--- src/hw/rtl/assert_macros.svh ---
// assertion helpers, sampled on the rising edge of clk, off while rst_n is low
`ifndef ASSERT_MACROS_SVH
`define ASSERT_MACROS_SVH

// antecedent implies consequent in the same cycle
`define ASSERT_SAME(lbl, ante, cons, msg) \
  lbl: assert property (@(posedge clk) disable iff (!rst_n) (ante) |-> (cons)) else $error(msg);

// antecedent implies consequent in the following cycle
`define ASSERT_NEXT(lbl, ante, cons, msg) \
  lbl: assert property (@(posedge clk) disable iff (!rst_n) (ante) |=> (cons)) else $error(msg);

`endif

--- src/hw/rtl/lsg_pkg.sv ---
`default_nettype none

package lsg_pkg;

  // configuration port
  localparam int CFG_IDX_W  = 3;
  localparam int CFG_DATA_W = 16;

  localparam logic [CFG_IDX_W-1:0] CFG_CRITICAL   = 3'd0;
  localparam logic [CFG_IDX_W-1:0] CFG_SAFE       = 3'd1;
  localparam logic [CFG_IDX_W-1:0] CFG_ANGLE_START = 3'd2;
  localparam logic [CFG_IDX_W-1:0] CFG_ANGLE_END  = 3'd3;
  localparam logic [CFG_IDX_W-1:0] CFG_ANGLE_STEP = 3'd4;

  // register reset values
  localparam logic [15:0]        CRITICAL_RST = 16'd600;
  localparam logic [15:0]        SAFE_RST     = 16'd5000;
  localparam logic signed [15:0] START_RST    = -16'sd9651;
  localparam logic signed [15:0] END_RST      = 16'sd9651;
  localparam logic [11:0]        STEP_RST     = 12'd24;

  // fixed formats
  localparam int GAUGE_W    = 16;
  localparam int WEIGHTED_W = 19;
  localparam logic [15:0]           TWO_OVER_PI_Q16 = 16'd41722;
  localparam logic [WEIGHTED_W-1:0] WEIGHTED_MAX    = '1;
  localparam logic [GAUGE_W-1:0]    GAUGE_MAX       = '1;
  localparam logic [3:0]            DIV_STEPS_M1    = 4'd15;

  // controller to datapath
  typedef struct packed {
    logic accept;
    logic diff_en;
    logic wgt_en;
    logic mul_en;
    logic min_en;
    logic setup;
    logic div_step;
    logic load_out;
  } lsg_cmd_t;

  // datapath to controller
  typedef struct packed {
    logic last;
    logic gauge_trivial;
    logic div_done;
    logic out_busy;
  } lsg_sts_t;

endpackage

`default_nettype wire

--- src/hw/rtl/lsg_if.sv ---
`default_nettype none

// sample channel
interface lsg_in_if #(
  parameter int RANGE_BITS = 16
);
  logic                  valid;
  logic                  ready;
  logic [RANGE_BITS-1:0] range_mm;
  logic                  last_sample;

  modport source (output valid, output range_mm, output last_sample, input ready);
  modport sink   (input valid, input range_mm, input last_sample, output ready);
endinterface

// result channel
interface lsg_out_if;
  logic        valid;
  logic        ready;
  logic [15:0] safety_level;
  logic [18:0] nearest_weighted_mm;

  modport source (output valid, output safety_level, output nearest_weighted_mm, input ready);
  modport sink   (input valid, input safety_level, input nearest_weighted_mm, output ready);
endinterface

`default_nettype wire

--- src/hw/rtl/lidar_safety_gauge.sv ---
`default_nettype none

// Lidar safety gauge. Range samples of one scan stream in on in_ch; the
// beam angle starts at the configured start angle and grows by the step,
// saturating at the top of the 16 bit range. Each range is weighted by
// 1 + (2/pi)*|angle - centre| and the minimum weighted range is kept. The
// sample flagged last produces one result: that minimum and a Q0.16 gauge
// of where it sits between the critical and safe radii. A sample passes
// capture, centre distance, weight multiply and range multiply; the
// minimum update overlaps the next capture. A last sample then takes the
// minimum update, a setup step and, unless the gauge is clamped, the
// bit-serial divider, then the output register load, which a pending
// result holds until out_ch.ready. The user puts register writes in only
// while idle; the block does not enforce it. They apply from the next sample.
module lidar_safety_gauge #(
  parameter int RANGE_BITS      = 16,
  parameter int ANGLE_FRAC_BITS = 12
) (
  input  logic                           clk,
  input  logic                           rst_n,
  lsg_in_if.sink                         in_ch,
  lsg_out_if.source                      out_ch,
  input  logic                           cfg_we,
  input  logic [lsg_pkg::CFG_IDX_W-1:0]  cfg_index,
  input  logic [lsg_pkg::CFG_DATA_W-1:0] cfg_wdata
);
  import lsg_pkg::*;

  `include "assert_macros.svh"

  lsg_cmd_t cmd;
  lsg_sts_t sts;
  logic     in_ready;

  assign in_ch.ready = in_ready;

  lsg_ctrl u_ctrl (
    .clk      (clk),
    .rst_n    (rst_n),
    .in_valid (in_ch.valid),
    .in_ready (in_ready),
    .sts      (sts),
    .cmd      (cmd)
  );

  lsg_datapath #(
    .RANGE_BITS      (RANGE_BITS),
    .ANGLE_FRAC_BITS (ANGLE_FRAC_BITS)
  ) u_datapath (
    .clk                     (clk),
    .rst_n                   (rst_n),
    .cmd                     (cmd),
    .sts                     (sts),
    .cfg_we                  (cfg_we),
    .cfg_index               (cfg_index),
    .cfg_wdata               (cfg_wdata),
    .in_range_mm             (in_ch.range_mm),
    .in_last_sample          (in_ch.last_sample),
    .out_ready               (out_ch.ready),
    .out_valid               (out_ch.valid),
    .out_safety_level        (out_ch.safety_level),
    .out_nearest_weighted_mm (out_ch.nearest_weighted_mm)
  );

  // a request starts its pipeline walk, so no sample follows in the next cycle
  `ASSERT_NEXT(a_busy_after_accept, in_ch.valid && in_ready, !in_ready, "sample taken while busy")

  // a new result never overwrites one still waiting
  `ASSERT_SAME(a_no_overwrite, cmd.load_out, !(out_ch.valid && !out_ch.ready), "result overwritten")

  // no sample is taken while the divider runs
  `ASSERT_SAME(a_div_blocks_input, cmd.div_step, !in_ready, "sample taken during divide")

  // a result appears only from the load command
  `ASSERT_SAME(a_result_source, $rose(out_ch.valid), $past(cmd.load_out), "result without load")

endmodule

`default_nettype wire

--- src/hw/rtl/lsg_ctrl.sv ---
`default_nettype none

module lsg_ctrl (
  input  logic              clk,
  input  logic              rst_n,
  input  logic              in_valid,
  output logic              in_ready,
  input  lsg_pkg::lsg_sts_t sts,
  output lsg_pkg::lsg_cmd_t cmd
);
  import lsg_pkg::*;

  typedef enum logic [7:0] {
    ST_IDLE  = 8'b0000_0001,
    ST_DIFF  = 8'b0000_0010,
    ST_WGT   = 8'b0000_0100,
    ST_MUL   = 8'b0000_1000,
    ST_MIN   = 8'b0001_0000,
    ST_SETUP = 8'b0010_0000,
    ST_DIV   = 8'b0100_0000,
    ST_EMIT  = 8'b1000_0000
  } state_t;

  state_t state_r, state_nxt;

  // a new sample enters when idle or while the previous non-last one folds into the minimum
  assign in_ready = (state_r == ST_IDLE) || ((state_r == ST_MIN) && !sts.last);

  // next state and commands
  always_comb begin
    state_nxt = state_r;
    cmd       = '0;
    cmd.accept = in_valid && in_ready;
    case (state_r)
      ST_IDLE: begin
        if (in_valid) state_nxt = ST_DIFF;
      end
      ST_DIFF: begin
        cmd.diff_en = 1'b1;
        state_nxt   = ST_WGT;
      end
      ST_WGT: begin
        cmd.wgt_en = 1'b1;
        state_nxt  = ST_MUL;
      end
      ST_MUL: begin
        cmd.mul_en = 1'b1;
        state_nxt  = ST_MIN;
      end
      ST_MIN: begin
        cmd.min_en = 1'b1;
        if (sts.last) state_nxt = ST_SETUP;
        else if (in_valid) state_nxt = ST_DIFF;
        else state_nxt = ST_IDLE;
      end
      ST_SETUP: begin
        cmd.setup = 1'b1;
        state_nxt = sts.gauge_trivial ? ST_EMIT : ST_DIV;
      end
      ST_DIV: begin
        cmd.div_step = 1'b1;
        if (sts.div_done) state_nxt = ST_EMIT;
      end
      ST_EMIT: begin
        if (!sts.out_busy) begin
          cmd.load_out = 1'b1;
          state_nxt    = ST_IDLE;
        end
      end
      default: state_nxt = ST_IDLE;
    endcase
  end

  // state register
  always_ff @(posedge clk) begin
    if (!rst_n) state_r <= ST_IDLE;
    else state_r <= state_nxt;
  end

endmodule

`default_nettype wire

--- src/hw/rtl/lsg_datapath.sv ---
`default_nettype none

module lsg_datapath #(
  parameter int RANGE_BITS      = 16,
  parameter int ANGLE_FRAC_BITS = 12
) (
  input  logic                           clk,
  input  logic                           rst_n,
  input  lsg_pkg::lsg_cmd_t              cmd,
  output lsg_pkg::lsg_sts_t              sts,
  input  logic                           cfg_we,
  input  logic [lsg_pkg::CFG_IDX_W-1:0]  cfg_index,
  input  logic [lsg_pkg::CFG_DATA_W-1:0] cfg_wdata,
  input  logic [RANGE_BITS-1:0]          in_range_mm,
  input  logic                           in_last_sample,
  input  logic                           out_ready,
  output logic                           out_valid,
  output logic [lsg_pkg::GAUGE_W-1:0]    out_safety_level,
  output logic [lsg_pkg::WEIGHTED_W-1:0] out_nearest_weighted_mm
);
  import lsg_pkg::*;

  localparam int WGT_W  = ANGLE_FRAC_BITS + 3;
  localparam int WSUM_W = (ANGLE_FRAC_BITS + 4 > 18) ? ANGLE_FRAC_BITS + 4 : 18;
  localparam int MPROD_W = RANGE_BITS + WGT_W;
  localparam int PROD_W  = MPROD_W + 1;
  localparam logic [WSUM_W-1:0] WONE = WSUM_W'(1) << ANGLE_FRAC_BITS;
  localparam logic [WSUM_W-1:0] WMAX = (WSUM_W'(8) << ANGLE_FRAC_BITS) - WSUM_W'(1);
  localparam logic [PROD_W-1:0] HALF = PROD_W'(1) << (ANGLE_FRAC_BITS - 1);

  // configuration registers
  logic [15:0]        crit_r, safe_r;
  logic signed [15:0] start_r, end_r;
  logic [11:0]        step_r;

  always_ff @(posedge clk) begin
    if (!rst_n) begin
      crit_r  <= CRITICAL_RST;
      safe_r  <= SAFE_RST;
      start_r <= START_RST;
      end_r   <= END_RST;
      step_r  <= STEP_RST;
    end else if (cfg_we) begin
      case (cfg_index)
        CFG_CRITICAL:    crit_r  <= cfg_wdata;
        CFG_SAFE:        safe_r  <= cfg_wdata;
        CFG_ANGLE_START: start_r <= $signed(cfg_wdata);
        CFG_ANGLE_END:   end_r   <= $signed(cfg_wdata);
        CFG_ANGLE_STEP:  step_r  <= cfg_wdata[11:0];
        default: ;
      endcase
    end
  end

  // scan centre, floor of half the sum
  logic signed [16:0] csum;
  logic signed [15:0] centre_r;
  assign csum = $signed({start_r[15], start_r}) + $signed({end_r[15], end_r});

  always_ff @(posedge clk) begin
    centre_r <= csum[16:1];
  end

  // sample capture and beam angle, saturating upward
  logic [RANGE_BITS-1:0] range_r;
  logic                  last_r;
  logic                  first_r;
  logic signed [15:0]    angle_r, angle_nxt;
  logic signed [16:0]    angle_sum;

  assign angle_sum = $signed({angle_r[15], angle_r}) + $signed({5'b0, step_r});
  assign angle_nxt = first_r ? start_r :
                     (angle_sum > 17'sd32767) ? 16'sh7FFF : angle_sum[15:0];

  always_ff @(posedge clk) begin
    if (cmd.accept) begin
      range_r <= in_range_mm;
      last_r  <= in_last_sample;
    end
  end

  always_ff @(posedge clk) begin
    if (!rst_n) begin
      angle_r <= '0;
      first_r <= 1'b1;
    end else if (cmd.accept) begin
      angle_r <= angle_nxt;
      first_r <= 1'b0;
    end else if (cmd.load_out) begin
      first_r <= 1'b1;
    end
  end

  // distance from the centre
  logic signed [16:0] dsub;
  logic [16:0]        dneg;
  logic [15:0]        diff_r, diff_nxt;
  assign dsub     = $signed({angle_r[15], angle_r}) - $signed({centre_r[15], centre_r});
  assign dneg     = 17'(-dsub);
  assign diff_nxt = dsub[16] ? dneg[15:0] : dsub[15:0];

  always_ff @(posedge clk) begin
    if (cmd.diff_en) diff_r <= diff_nxt;
  end

  // weight 1 + (2/pi)*diff, saturated
  logic [31:0]       wprod;
  logic [32:0]       wrnd;
  logic [WSUM_W-1:0] wsum;
  logic [WGT_W-1:0]  weight_r, weight_nxt;
  assign wprod      = diff_r * TWO_OVER_PI_Q16;
  assign wrnd       = {1'b0, wprod} + 33'd32768;
  assign wsum       = WONE + WSUM_W'(wrnd[32:16]);
  assign weight_nxt = (wsum > WMAX) ? WMAX[WGT_W-1:0] : wsum[WGT_W-1:0];

  always_ff @(posedge clk) begin
    if (cmd.wgt_en) weight_r <= weight_nxt;
  end

  // weighted range, rounded and saturated
  logic [MPROD_W-1:0]    mprod;
  logic [PROD_W-1:0]     prod, shifted;
  logic [WEIGHTED_W-1:0] wtd_r, wtd_nxt;
  assign mprod   = range_r * weight_r;
  assign prod    = {1'b0, mprod} + HALF;
  assign shifted = prod >> ANGLE_FRAC_BITS;
  assign wtd_nxt = (shifted > PROD_W'(WEIGHTED_MAX)) ? WEIGHTED_MAX
                                                     : shifted[WEIGHTED_W-1:0];

  always_ff @(posedge clk) begin
    if (cmd.mul_en) wtd_r <= wtd_nxt;
  end

  // running minimum of the scan
  logic [WEIGHTED_W-1:0] min_r;

  always_ff @(posedge clk) begin
    if (!rst_n) min_r <= WEIGHTED_MAX;
    else if (cmd.load_out) min_r <= WEIGHTED_MAX;
    else if (cmd.min_en && (wtd_r < min_r)) min_r <= wtd_r;
  end

  // gauge cases that need no divide
  logic                  trivial;
  logic [GAUGE_W-1:0]    trivial_val;
  logic [WEIGHTED_W-1:0] crit_x, safe_x;
  assign crit_x = WEIGHTED_W'(crit_r);
  assign safe_x = WEIGHTED_W'(safe_r);

  always_comb begin
    trivial     = 1'b1;
    trivial_val = '0;
    if (safe_r <= crit_r) begin
      trivial_val = (min_r >= crit_x) ? GAUGE_MAX : '0;
    end else if (min_r <= crit_x) begin
      trivial_val = '0;
    end else if (min_r >= safe_x) begin
      trivial_val = GAUGE_MAX;
    end else begin
      trivial = 1'b0;
    end
  end

  // restoring divide, one quotient bit a cycle
  logic [15:0]        rem_r, dvs_r;
  logic [16:0]        rem2, rem_sub;
  logic               ge;
  logic [GAUGE_W-1:0] gauge_r;
  logic [3:0]         cnt_r;
  assign rem2    = {rem_r, 1'b0};
  assign rem_sub = rem2 - {1'b0, dvs_r};
  assign ge      = rem2 >= {1'b0, dvs_r};

  always_ff @(posedge clk) begin
    if (cmd.setup) begin
      if (trivial) begin
        gauge_r <= trivial_val;
      end else begin
        gauge_r <= '0;
        rem_r   <= min_r[15:0] - crit_r;
        dvs_r   <= safe_r - crit_r;
        cnt_r   <= DIV_STEPS_M1;
      end
    end else if (cmd.div_step) begin
      rem_r   <= ge ? rem_sub[15:0] : rem2[15:0];
      gauge_r <= {gauge_r[GAUGE_W-2:0], ge};
      cnt_r   <= cnt_r - 4'd1;
    end
  end

  // result register
  logic                  out_valid_r;
  logic [GAUGE_W-1:0]    out_gauge_r;
  logic [WEIGHTED_W-1:0] out_near_r;

  always_ff @(posedge clk) begin
    if (!rst_n) out_valid_r <= 1'b0;
    else if (cmd.load_out) out_valid_r <= 1'b1;
    else if (out_ready) out_valid_r <= 1'b0;
  end

  always_ff @(posedge clk) begin
    if (cmd.load_out) begin
      out_gauge_r <= gauge_r;
      out_near_r  <= min_r;
    end
  end

  assign out_valid               = out_valid_r;
  assign out_safety_level        = out_gauge_r;
  assign out_nearest_weighted_mm = out_near_r;

  // status
  assign sts.last          = last_r;
  assign sts.gauge_trivial = trivial;
  assign sts.div_done      = (cnt_r == 4'd0);
  assign sts.out_busy      = out_valid_r && !out_ready;

endmodule

`default_nettype wire
--- src/flat_wrapper.sv ---
// flat-port wrapper written by rule: the top's interface ports become plain ports
module lidar_safety_gauge_flat import lsg_pkg::*;
#(
  parameter int RANGE_BITS      = 16,
  parameter int ANGLE_FRAC_BITS = 12
)
  (clk, rst_n, cfg_we, cfg_index, cfg_wdata, in_ch_valid, in_ch_range_mm, in_ch_last_sample, in_ch_ready, out_ch_valid, out_ch_safety_level, out_ch_nearest_weighted_mm, out_ch_ready);
  lsg_in_if #(.RANGE_BITS(RANGE_BITS)) in_ch_i ();
  lsg_out_if out_ch_i ();
  input  logic clk;
  input  logic rst_n;
  input  logic cfg_we;
  input  logic [lsg_pkg::CFG_IDX_W-1:0] cfg_index;
  input  logic [lsg_pkg::CFG_DATA_W-1:0] cfg_wdata;
  input wire logic [$bits(in_ch_i.valid)-1:0] in_ch_valid;
  input wire logic [$bits(in_ch_i.range_mm)-1:0] in_ch_range_mm;
  input wire logic [$bits(in_ch_i.last_sample)-1:0] in_ch_last_sample;
  output wire logic [$bits(in_ch_i.ready)-1:0] in_ch_ready;
  output wire logic [$bits(out_ch_i.valid)-1:0] out_ch_valid;
  output wire logic [$bits(out_ch_i.safety_level)-1:0] out_ch_safety_level;
  output wire logic [$bits(out_ch_i.nearest_weighted_mm)-1:0] out_ch_nearest_weighted_mm;
  input wire logic [$bits(out_ch_i.ready)-1:0] out_ch_ready;
  assign in_ch_i.valid = in_ch_valid;
  assign in_ch_i.range_mm = in_ch_range_mm;
  assign in_ch_i.last_sample = in_ch_last_sample;
  assign in_ch_ready = in_ch_i.ready;
  assign out_ch_valid = out_ch_i.valid;
  assign out_ch_safety_level = out_ch_i.safety_level;
  assign out_ch_nearest_weighted_mm = out_ch_i.nearest_weighted_mm;
  assign out_ch_i.ready = out_ch_ready;
  lidar_safety_gauge #(.RANGE_BITS(RANGE_BITS), .ANGLE_FRAC_BITS(ANGLE_FRAC_BITS)) u_core (.clk(clk), .rst_n(rst_n), .in_ch(in_ch_i), .out_ch(out_ch_i), .cfg_we(cfg_we), .cfg_index(cfg_index), .cfg_wdata(cfg_wdata));
endmodule
--- config.mk ---
export PLATFORM = sky130hd
export DESIGN_NAME = lidar_safety_gauge_flat
export DESIGN_NICKNAME = d
export VERILOG_FILES = /design/src/hw/rtl/lsg_pkg.sv /design/src/hw/rtl/lsg_if.sv /design/src/hw/rtl/lidar_safety_gauge.sv /design/src/hw/rtl/lsg_ctrl.sv /design/src/hw/rtl/lsg_datapath.sv /design/src/flat_wrapper.sv
export VERILOG_INCLUDE_DIRS = /design/src /design/src/hw/rtl
export SDC_FILE = /design/constraint.sdc
export NUM_CORES = 1
export LEC_CHECK = 0
export BUFFER_PORTS_ARGS = -buffer_cell sky130_fd_sc_hd__buf_2
export CORE_MARGIN = 10
export CORE_UTILIZATION = 40
export CTS_BUF_LIST = sky130_fd_sc_hd__clkbuf_8
export DETAILED_ROUTE_END_ITERATION = 10
export GPL_TIMING_DRIVEN = 1
export PLACE_DENSITY_LB_ADDON = 0.08
export SLEW_MARGIN = 15
export SYNTH_ARGS = -nofsm -noshare
export SYNTH_HDL_FRONTEND = slang
export SYNTH_HIERARCHICAL = 1
export SYNTH_SLANG_ARGS = --single-unit
--- constraint.sdc ---
create_clock -name clk -period 16.1 [get_ports clk]
set_clock_uncertainty 0.05 [all_clocks]
set_input_delay 1.61 -clock clk [delete_from_list [all_inputs] [get_ports clk]]
set_output_delay 1.61 -clock clk [all_outputs]
set_load 0.02 [all_outputs]
==> impl_metrics.ini <==
[worst_setup_path]
startpoint_type = flip-flop
r2r-start = u_core/u_datapath/diff_r[13]
arrival_ns = 8.50
reg2regPathDepth = 23
crit_type = flip-flop to flip-flop
rr_endpoint = u_core/u_datapath/weight_r[1]
regToRegSetupSlack_ns = 7.92
worstPathMaxFanout = 10
end_kind = flip-flop
crit_required_ns = 16.42

[clock_network]
clk_latency_ns = 0.64
clk_path_buf_depth = 3
root_buffer = clkbuf_8
path_clk_slew_ns = 0.06
cts_tree = yes
post_cts_buffers = 0
cts_resized = 0
cts_made_buffers = 53
cts_sinks = 291
cts_hold_buf = 0
cts_htree_levels = 2

[placed_design]
detailed_place_hpwl_um = 61000
gp_congestion = 0.865
numPortBuffers = 77

[grt]
grt_pass1_vias = 22400
grt_overflow = 0
grt_max_degree = 73
grt_usage_pct = 18.7
grt_antenna_before_repair = 7
grt_pass1_wl_um = 124000

[synthesis]
ys_ff_latch = 291
yosysWarnings = 6
postSynthAreaPerCell_um2 = 9.35
async_flop_share_pct = 0
ys_seq_area_share_pct = 25.6
synth-main-ff-cell = edfxtp_1
synth-edff-count = 154
synth_cell_types = 96
synth_area_mm2 = 0.0288
synth_cells = 3081
syn-num-nets = 3745

[detailed_routing]
vias = 21800
wl_per_cell_um = 18.8
first_pass_iters = 5
avgViaCountPerCell = 5.29
drtIter0Drc = 1199
drt-total-wl_um = 77300
drc_errors = 0
postRouteAntennaNets = 0

[timing]
finalCritPeriodShare_pct = 50.8
rsz0062_at_grt = no
tightest_slew_ns = 0.991
relSlewSlack_pct = 33.8
max_freq_ghz = 0.122
setup_viol = 0
slew_violations = 0
hold_viol_final = 0
setup_tns_ns = 0
final.min_clock_period_ns = 8.18

[floorplan]
die_width_um = 288
start_util_pct = 40.3
die_area_mm2 = 0.0832
fp-row-count = 98
core_mm2 = 0.0715
dieHeight_um = 288
io-pin-count = 78

[layout]
nNetsFinal = 3793
syn_to_final_growth_pct = 8.46
drive_gt1_share_pct = 7.57

[power]
design_power_total_mw = 6.17
ir_drop_v = 0.000236
power.leakage_nw = 14.5
power_density_mw_per_mm2 = 197

[min_path]
hp-start = u_core/u_datapath/gauge_r[15]
hold_path_depth = 0
worstHoldEndpoint = u_core/u_datapath/out_safety_level[15]
hp-class = flip-flop to flip-flop

[status]
outcome = finished, final reports clean

[run]
maxCapViolCount = 0
-- cells in the mapped netlist, drive strengths merged (42+ instances only) --
cell	number	area, µm²
inv	440	1650
fa	274	5490
nor3	78	395
clkbuf	85	320
nand2	405	1520
a21boi	67	503
ha	349	4370
a21oi	100	516
o21ai	82	414
nor2	147	559
edfxtp	154	4620
a21o	42	315
dfxtp	137	2740
and2	83	522
nand3	56	280
xnor2	78	683
-- layout by cell type (no fill, tap or decap), types with 75 or more instances in the layout --
master,n
inv_1,452
nand2_1,405
ha_1,349
fa_1,274
edfxtp_1,154
nor2_1,146
dfxtp_1,137
a21oi_1,97
and2_1,82
xnor2_1,78
buf_2,77
o21ai_0,75
-- flip-flops by register name, indices dropped and copies added, names as in the netlist, 4 cells and up --
signal                                     count
u_core/u_datapath/cnt_r                        4
u_core/u_datapath/range_r                     16
u_core/u_datapath/rem_r                       16
u_core/u_datapath/step_r                      12
u_core/u_datapath/centre_r                    16
u_core/u_datapath/out_safety_level            16
u_core/u_ctrl/state_r                          8
u_core/u_datapath/end_r                       16
u_core/u_datapath/gauge_r                     16
u_core/u_datapath/weight_r                    15
u_core/u_datapath/out_nearest_weighted_mm     19
u_core/u_datapath/dvs_r                       16
u_core/u_datapath/min_r                       19
u_core/u_datapath/diff_r                      16
u_core/u_datapath/safe_r                      16
u_core/u_datapath/angle_r                     16
u_core/u_datapath/crit_r                      16
u_core/u_datapath/start_r                     16
u_core/u_datapath/wtd_r                       19
-- metal layers --
metal	up-vias	global-route usage, %	routed length (µm)
met1	10800	26.2	36700
met4	0	4.35	1610
met5	-	0	0
met3	104	2.10	3380
li1	10500	-	-
met2	417	30.7	35700
-- stage by stage --
| stage | hold WS, ns | util, % | std cells | setup slack, ns | area [µm²] |
|---|---|---|---|---|---|
| after floorplan | 0.350 | - | 3081 | 8.56 | 28800 |
| after global placement | 0.356 | 42.2 | 4022 | 8.15 | 30200 |
| after detailed placement | 0.359 | 42.2 | 4022 | 7.97 | 30200 |
| after CTS | 0.374 | 43.7 | 4118 | 7.96 | 31200 |
| after global routing | 0.387 | 43.7 | 4122 | 7.41 | 31300 |
| final | 0.371 | 43.7 | 4122 | 7.92 | 31300 |
-- worst max-delay path, cell delays in order, from the launching register on --
cell       delay (ns)
edfxtp_1         0.47
inv_1            0.19
fa_1             0.46
fa_1             0.51
inv_1            0.05
fa_1             0.52
fa_1             0.44
fa_1             0.57
fa_1             0.43
ha_1             0.56
o21a_1           0.18
o211a_1          0.22
o21ai_0          0.10
a21o_1           0.20
a2111oi_1        0.44
o211ai_1         0.36
or2_1            0.40
a221o_1          0.38
or3_1            0.37
ha_1             0.26
inv_1            0.08
o31ai_2          0.11
a2111oi_1        0.49
nor3_1           0.09
-- cell type report --
class	instances	area [µm²]
fillers	7034	40200
multi-input cells	2244	19400
flip-flops and latches	291	7370
inverters	440	1650
well taps	950	1190
clock buffers	58	798
repair buffers	99	558
clock inverters	38	259
diodes	2	5.00
-- kinds of logic after synthesis --
family,synth area share [%]
AO/OA/AOI/OAI,12.7
XOR/XNOR,3.34
adder cells (fa/ha/maj),34.2
buffers and inverters,7.27
flip-flops,25.6
multiplexers,0.803
AND/OR/NAND/NOR,16.1
-- how the worst max path moves through the flow --
stage	startpoint	endpoint	slack [ns]
after floorplan	u_core/u_datapath/diff_r[9]	u_core/u_datapath/weight_r[14]	8.56
after global placement	u_core/u_datapath/diff_r[10]	u_core/u_datapath/weight_r[3]	8.15
after detailed placement	u_core/u_datapath/diff_r[13]	u_core/u_datapath/weight_r[2]	7.97
after CTS	u_core/u_datapath/diff_r[13]	u_core/u_datapath/weight_r[2]	7.96
after global routing	u_core/u_datapath/diff_r[13]	u_core/u_datapath/weight_r[4]	7.41
final	u_core/u_datapath/diff_r[13]	u_core/u_datapath/weight_r[1]	7.92
-- power by group --
part           leakage (nW)  internal (mW)  switching (mW)  total, mW
combinational          11.3           1.84            2.61       4.45
sequential             2.59          0.961          0.0390       1.00
clock                 0.599          0.382           0.338      0.720
total                  14.5           3.18            2.99       6.17
Power figures use the tool's default switching activity.
